**config.mk**
```make
export PLATFORM = sky130hd
export DESIGN_NAME = psc_cfg
export DESIGN_NICKNAME = d
export VERILOG_FILES = /design/src/design/psc_pkg.sv /design/src/design/psc_cfg.sv
export SDC_FILE = /design/constraint.sdc
export NUM_CORES = 1
export LEC_CHECK = 0
export BUFFER_PORTS_ARGS = -buffer_cell sky130_fd_sc_hd__buf_2
export CAP_MARGIN = 20
export CORE_UTILIZATION = 53
export CTS_CLUSTER_DIAMETER = 200
export CTS_CLUSTER_SIZE = 8
export DETAILED_ROUTE_END_ITERATION = 8
export GPL_ROUTABILITY_DRIVEN = 0
export PLACE_DENSITY = 0.85
export REMOVE_ABC_BUFFERS = 1
export SLEW_MARGIN = 10
export SYNTH_ARGS = -nofsm -noshare
export SYNTH_HDL_FRONTEND = slang
export SYNTH_SLANG_ARGS = --single-unit
```
**constraint.sdc**
```tcl
create_clock -name aclk -period 3.9 [get_ports aclk]
set_input_delay 0.39 -clock aclk [delete_from_list [all_inputs] [get_ports aclk]]
set_output_delay 0.39 -clock aclk [all_outputs]
set_load 0.02 [all_outputs]
```
**src/design/psc_pkg.sv**
```systemverilog
package psc_pkg;

    localparam int unsigned PADDR_W    = 5;
    localparam int unsigned APB_DATA_W = 32;
    localparam int unsigned RAW_W      = 24;
    localparam int unsigned COEFF_W    = 16;
    localparam int unsigned TEMP_OUT_W = 19;
    localparam int unsigned PRES_OUT_W = 32;

    // Register indexes, taken from paddr[4:2].
    localparam logic [2:0] REG_MODEL_SELECT     = 3'd0;
    localparam logic [2:0] REG_SENS_COEFF       = 3'd1;
    localparam logic [2:0] REG_OFF_COEFF        = 3'd2;
    localparam logic [2:0] REG_SENS_TEMP_COEFF  = 3'd3;
    localparam logic [2:0] REG_OFF_TEMP_COEFF   = 3'd4;
    localparam logic [2:0] REG_REF_TEMP_COEFF   = 3'd5;
    localparam logic [2:0] REG_TEMP_SLOPE_COEFF = 3'd6;

    localparam logic signed [TEMP_OUT_W-1:0] TEMP_SAT_HIGH = 19'sd140000;
    localparam logic signed [TEMP_OUT_W-1:0] TEMP_SAT_LOW  = -19'sd140000;

    typedef struct packed {
        logic               model_select;
        logic [COEFF_W-1:0] sens_coeff;
        logic [COEFF_W-1:0] off_coeff;
        logic [COEFF_W-1:0] sens_temp_coeff;
        logic [COEFF_W-1:0] off_temp_coeff;
        logic [COEFF_W-1:0] ref_temp_coeff;
        logic [COEFF_W-1:0] temp_slope_coeff;
    } psc_cfg_t;

    // Signed division by 2^k that truncates toward zero.
    function automatic logic signed [63:0] div_pow2(input logic signed [63:0] v,
                                                    input logic [5:0] k);
        logic signed [63:0] bias;
        bias = v[63] ? ((64'sd1 <<< k) - 64'sd1) : 64'sd0;
        return (v + bias) >>> k;
    endfunction

endpackage

```
**src/design/psc_cfg.sv**
```systemverilog
module psc_cfg (
    input  logic                             aclk,
    input  logic                             aresetn,
    input  logic                             psel,
    input  logic                             penable,
    input  logic                             pwrite,
    input  logic [psc_pkg::PADDR_W-1:0]      paddr,
    input  logic [psc_pkg::APB_DATA_W-1:0]   pwdata,
    output logic [psc_pkg::APB_DATA_W-1:0]   prdata,
    output psc_pkg::psc_cfg_t                cfg
);
    import psc_pkg::*;

    logic               model_select_reg;
    logic [COEFF_W-1:0] sens_coeff_reg;
    logic [COEFF_W-1:0] off_coeff_reg;
    logic [COEFF_W-1:0] sens_temp_coeff_reg;
    logic [COEFF_W-1:0] off_temp_coeff_reg;
    logic [COEFF_W-1:0] ref_temp_coeff_reg;
    logic [COEFF_W-1:0] temp_slope_coeff_reg;

    logic       wr_en;
    logic [2:0] reg_index;

    assign wr_en     = psel && penable && pwrite;
    assign reg_index = paddr[4:2];

    always_ff @(posedge aclk) begin
        if (!aresetn) begin
            model_select_reg     <= 1'b0;
            sens_coeff_reg       <= '0;
            off_coeff_reg        <= '0;
            sens_temp_coeff_reg  <= '0;
            off_temp_coeff_reg   <= '0;
            ref_temp_coeff_reg   <= '0;
            temp_slope_coeff_reg <= '0;
        end else if (wr_en) begin
            unique case (reg_index)
                REG_MODEL_SELECT:     model_select_reg     <= pwdata[0];
                REG_SENS_COEFF:       sens_coeff_reg       <= pwdata[COEFF_W-1:0];
                REG_OFF_COEFF:        off_coeff_reg        <= pwdata[COEFF_W-1:0];
                REG_SENS_TEMP_COEFF:  sens_temp_coeff_reg  <= pwdata[COEFF_W-1:0];
                REG_OFF_TEMP_COEFF:   off_temp_coeff_reg   <= pwdata[COEFF_W-1:0];
                REG_REF_TEMP_COEFF:   ref_temp_coeff_reg   <= pwdata[COEFF_W-1:0];
                REG_TEMP_SLOPE_COEFF: temp_slope_coeff_reg <= pwdata[COEFF_W-1:0];
                default: ;
            endcase
        end
    end

    always_comb begin
        unique case (reg_index)
            REG_MODEL_SELECT:     prdata = APB_DATA_W'(model_select_reg);
            REG_SENS_COEFF:       prdata = APB_DATA_W'(sens_coeff_reg);
            REG_OFF_COEFF:        prdata = APB_DATA_W'(off_coeff_reg);
            REG_SENS_TEMP_COEFF:  prdata = APB_DATA_W'(sens_temp_coeff_reg);
            REG_OFF_TEMP_COEFF:   prdata = APB_DATA_W'(off_temp_coeff_reg);
            REG_REF_TEMP_COEFF:   prdata = APB_DATA_W'(ref_temp_coeff_reg);
            REG_TEMP_SLOPE_COEFF: prdata = APB_DATA_W'(temp_slope_coeff_reg);
            default:              prdata = '0;
        endcase
    end

    assign cfg.model_select     = model_select_reg;
    assign cfg.sens_coeff       = sens_coeff_reg;
    assign cfg.off_coeff        = off_coeff_reg;
    assign cfg.sens_temp_coeff  = sens_temp_coeff_reg;
    assign cfg.off_temp_coeff   = off_temp_coeff_reg;
    assign cfg.ref_temp_coeff   = ref_temp_coeff_reg;
    assign cfg.temp_slope_coeff = temp_slope_coeff_reg;

endmodule

```
==> impl_results.md <==
- Resized Gates After CTS: 0
- Setup WS post-layout: about 1.2 ns
- Worst EP required: 3.51 ns
- Clock Skew: 0 ns
- Multi-input gate area: approximately 0.0023 mm2
- Core Util, Final: between 60% and 70%
- Via count: between 3000 and 4000
- Startpoint types: primary input
- Max Fanout on Critical Path: 33
- Grt ovf: 0
- Die ar.: roughly 0.0089 mm2
- Worst setup EP type: output pin
- CTS Buffer Depth: 2
- Power density cells: between 300 and 400 mW/mm2
- Final Slew Violations: 0
- Cell Area, Synth: 0.004496 mm2
- DRC Markers: 0
- Setup TNS: 0 ns
- Synth cell count leaders: nand2_1, mux2i_1, dfxtp_1
- Nets: ~600
- RSZ-0062 raised after global routing: no
- DR pass1 iterations: 4
- Layout cells sized above 1: between 30% and 40%
- Post-CTS Hold Buffers: 0
- Crit-path max cell delay: approximately 0.57 ns
- Max VDD drop: roughly 0.27 mV
- Slowest CP cell: nor2b_1
- Chip Height: 94.10 um
- Post-Place Cell Area: around 0.0051 mm2
- I/O pin cnt: roughly 170
- Initial antenna violation count: 0
- Final setup violation count: 0
- Tcrit/Tclk final: 69.38%
- Reg clk slew, reported paths: roughly 0.09 ns
- CTS tree: built
- Dominant cell by count in the synthesized netlist: nand2_1
- Post-Layout Inst Area: around 0.0053 mm2
- Hold Path Class: primary input to flop
- FFs w/ async S/R, synth: 0%
- GRT Overall Usage: 26.72%
- Iter 0 DRT Violations: approximately 180
- Vias in the first global route: between 3000 and 4000
- Final Hold Fails: 0
- Number of synthesized flops with an enable pin: 0
- Min Clock Period, post-route: approximately 2.7 ns
- Fmax achieved: 0.3696 GHz
- Largest net degree at the start of global routing: 94
- Area of the core: roughly 0.0082 mm2
- Post-synth top area share: 43.20%
- H-tree lvl count: 3
- Total routed wirelength: 11960 um
- Crit Path Class: primary input to output pin
- Clock Latency Late Sink: between 0.3 and 0.4 ns
- Cell Chain, Critical Path: buf_2, nor2b_1, buf_4, a22oi_1, o221ai_1, buf_2
- Status: finished clean
- Leakage power: ~0.0024 uW
- Clk sink count: 97
- Syn-to-layout area delta: 18.73%
- WL/cell: between 15 and 20 um
- Hold Slack: around 0.41 ns
- IO buf count: 136
- Normalized max-slew margin: 25.59%
- Top cells by area, synth: dfxtp_1, mux2i_1, nand2_1, mux2_2, buf_4
- Vias per inst: ~5.6
- Hpwl dp: about 8000 um
- Yosys cell types: 31
- CTS Root Cell: clkbuf_8
- Site Rows: 33
- Setup bufs post-CTS: 0
- Filler cells: a little over 700
- Pre-CTS setup slack: about 1.2 ns
- CTS Buf Count: 9
- Ys flop type: dfxtp_1
- Syn Inst Count: 457
- Syn_area_per_cell: ~9.8 um2
- Sequential fraction of the synthesis area: approximately 43%
- Sequential cell area: 0.001942 mm2
- Die W: around 94 um
- Register bit total from synthesis: between 90 and 100
- Worst slew pin tran: ~1.1 ns
- Initial Utilization: 54.71%
- # diodes: 0
- Routed Antenna Nets: 0
- First-pass GRT wire length: between 15000 and 20000 um
- Synthesis Warnings: 0
- Critical path arrival: approximately 2.3 ns
- Area leader, netlist: dfxtp_1
- Max_cap viols: 0
- Critical Path Most Common Cell: buf_2
[metal layers]
metal | track usage, % | part of all wire [%] | vias to the layer above
met5 | 0 | 0 | -
met4 | 9.744 | 1.2 | 0
met3 | 4.693 | 6.7 | 15
met2 | 45.07 | 50 | 166
met1 | 33.99 | 43 | 1865
li1 | - | - | 1781
[worst max-delay path, delay by kind of cell]
family	cells	cell delay [ns]
AOI/OAI and AO/OA	2	0.34
and+or+nand+nor	1	0.57
buffers and inverters	3	1.01
[power by group]
part	switching, uW	internal, uW	total (uW)	leakage (uW)
clock network	342	420	763	0.000115
registers	5.74	997	1000	0.000782
logic	115	44.1	160	0.00151
total	463	1460	1920	0.00241
[metrics by stage]
step / total power, uW / std cells
2_1_floorplan: 1104 / 422
3_3_place_gp: 1180 / 670
3_5_place_dp: 1184 / 670
4_1_cts: 1925 / 685
5_1_grt: 1984 / 685
6_report: 1925 / 685
[worst paths after layout]
check | start | to | slack, ns | cells after the start
setup reg to reg | ref_temp_coeff_reg[12]$_SDFFE_PN0P_ | ref_temp_coeff_reg[12]$_SDFFE_PN0P_ | 3.20 | 2
hold / removal | pwdata[14] | sens_coeff_reg[14]$_SDFFE_PN0P_ | 0.41 | 3
hold reg to reg | off_coeff_reg[11]$_SDFFE_PN0P_ | off_coeff_reg[11]$_SDFFE_PN0P_ | 0.47 | 2
setup / recovery | paddr[4] | prdata[5] | 1.19 | 6
[cell families after synthesis]
| family | synth area share (%) |
|---|---|
| flip-flops | 43.20 |
| AND/OR/NAND/NOR | 13.72 |
| multiplexers | 28.58 |
| AO/OA/AOI/OAI | 7.292 |
| buffers and inverters | 7.125 |
| other | 0.08342 |
[layout by cell type, fill, tap and decap left out, drive strengths merged, types with 5 or more instances in the layout]
master	n
mux2	17
a221oi	6
buf	143
a22oi	14
o221ai	9
nand2	123
dfxtp	97
mux2i	107
clkbuf	9
nor2	5
conb	16
nor2b	6
[area by class of cell]
cell class | instances | share of cell area [%]
clock buffer | 9 | 2.321
clock inverter | 6 | 2.016
tap | 105 | 2.461
inverter | 2 | 0.1406
timing repair buffer | 143 | 13.78
multi-input combinational | 323 | 42.90
sequential | 97 | 36.38
No activity file was read; power rests on OpenSTA's default activity.
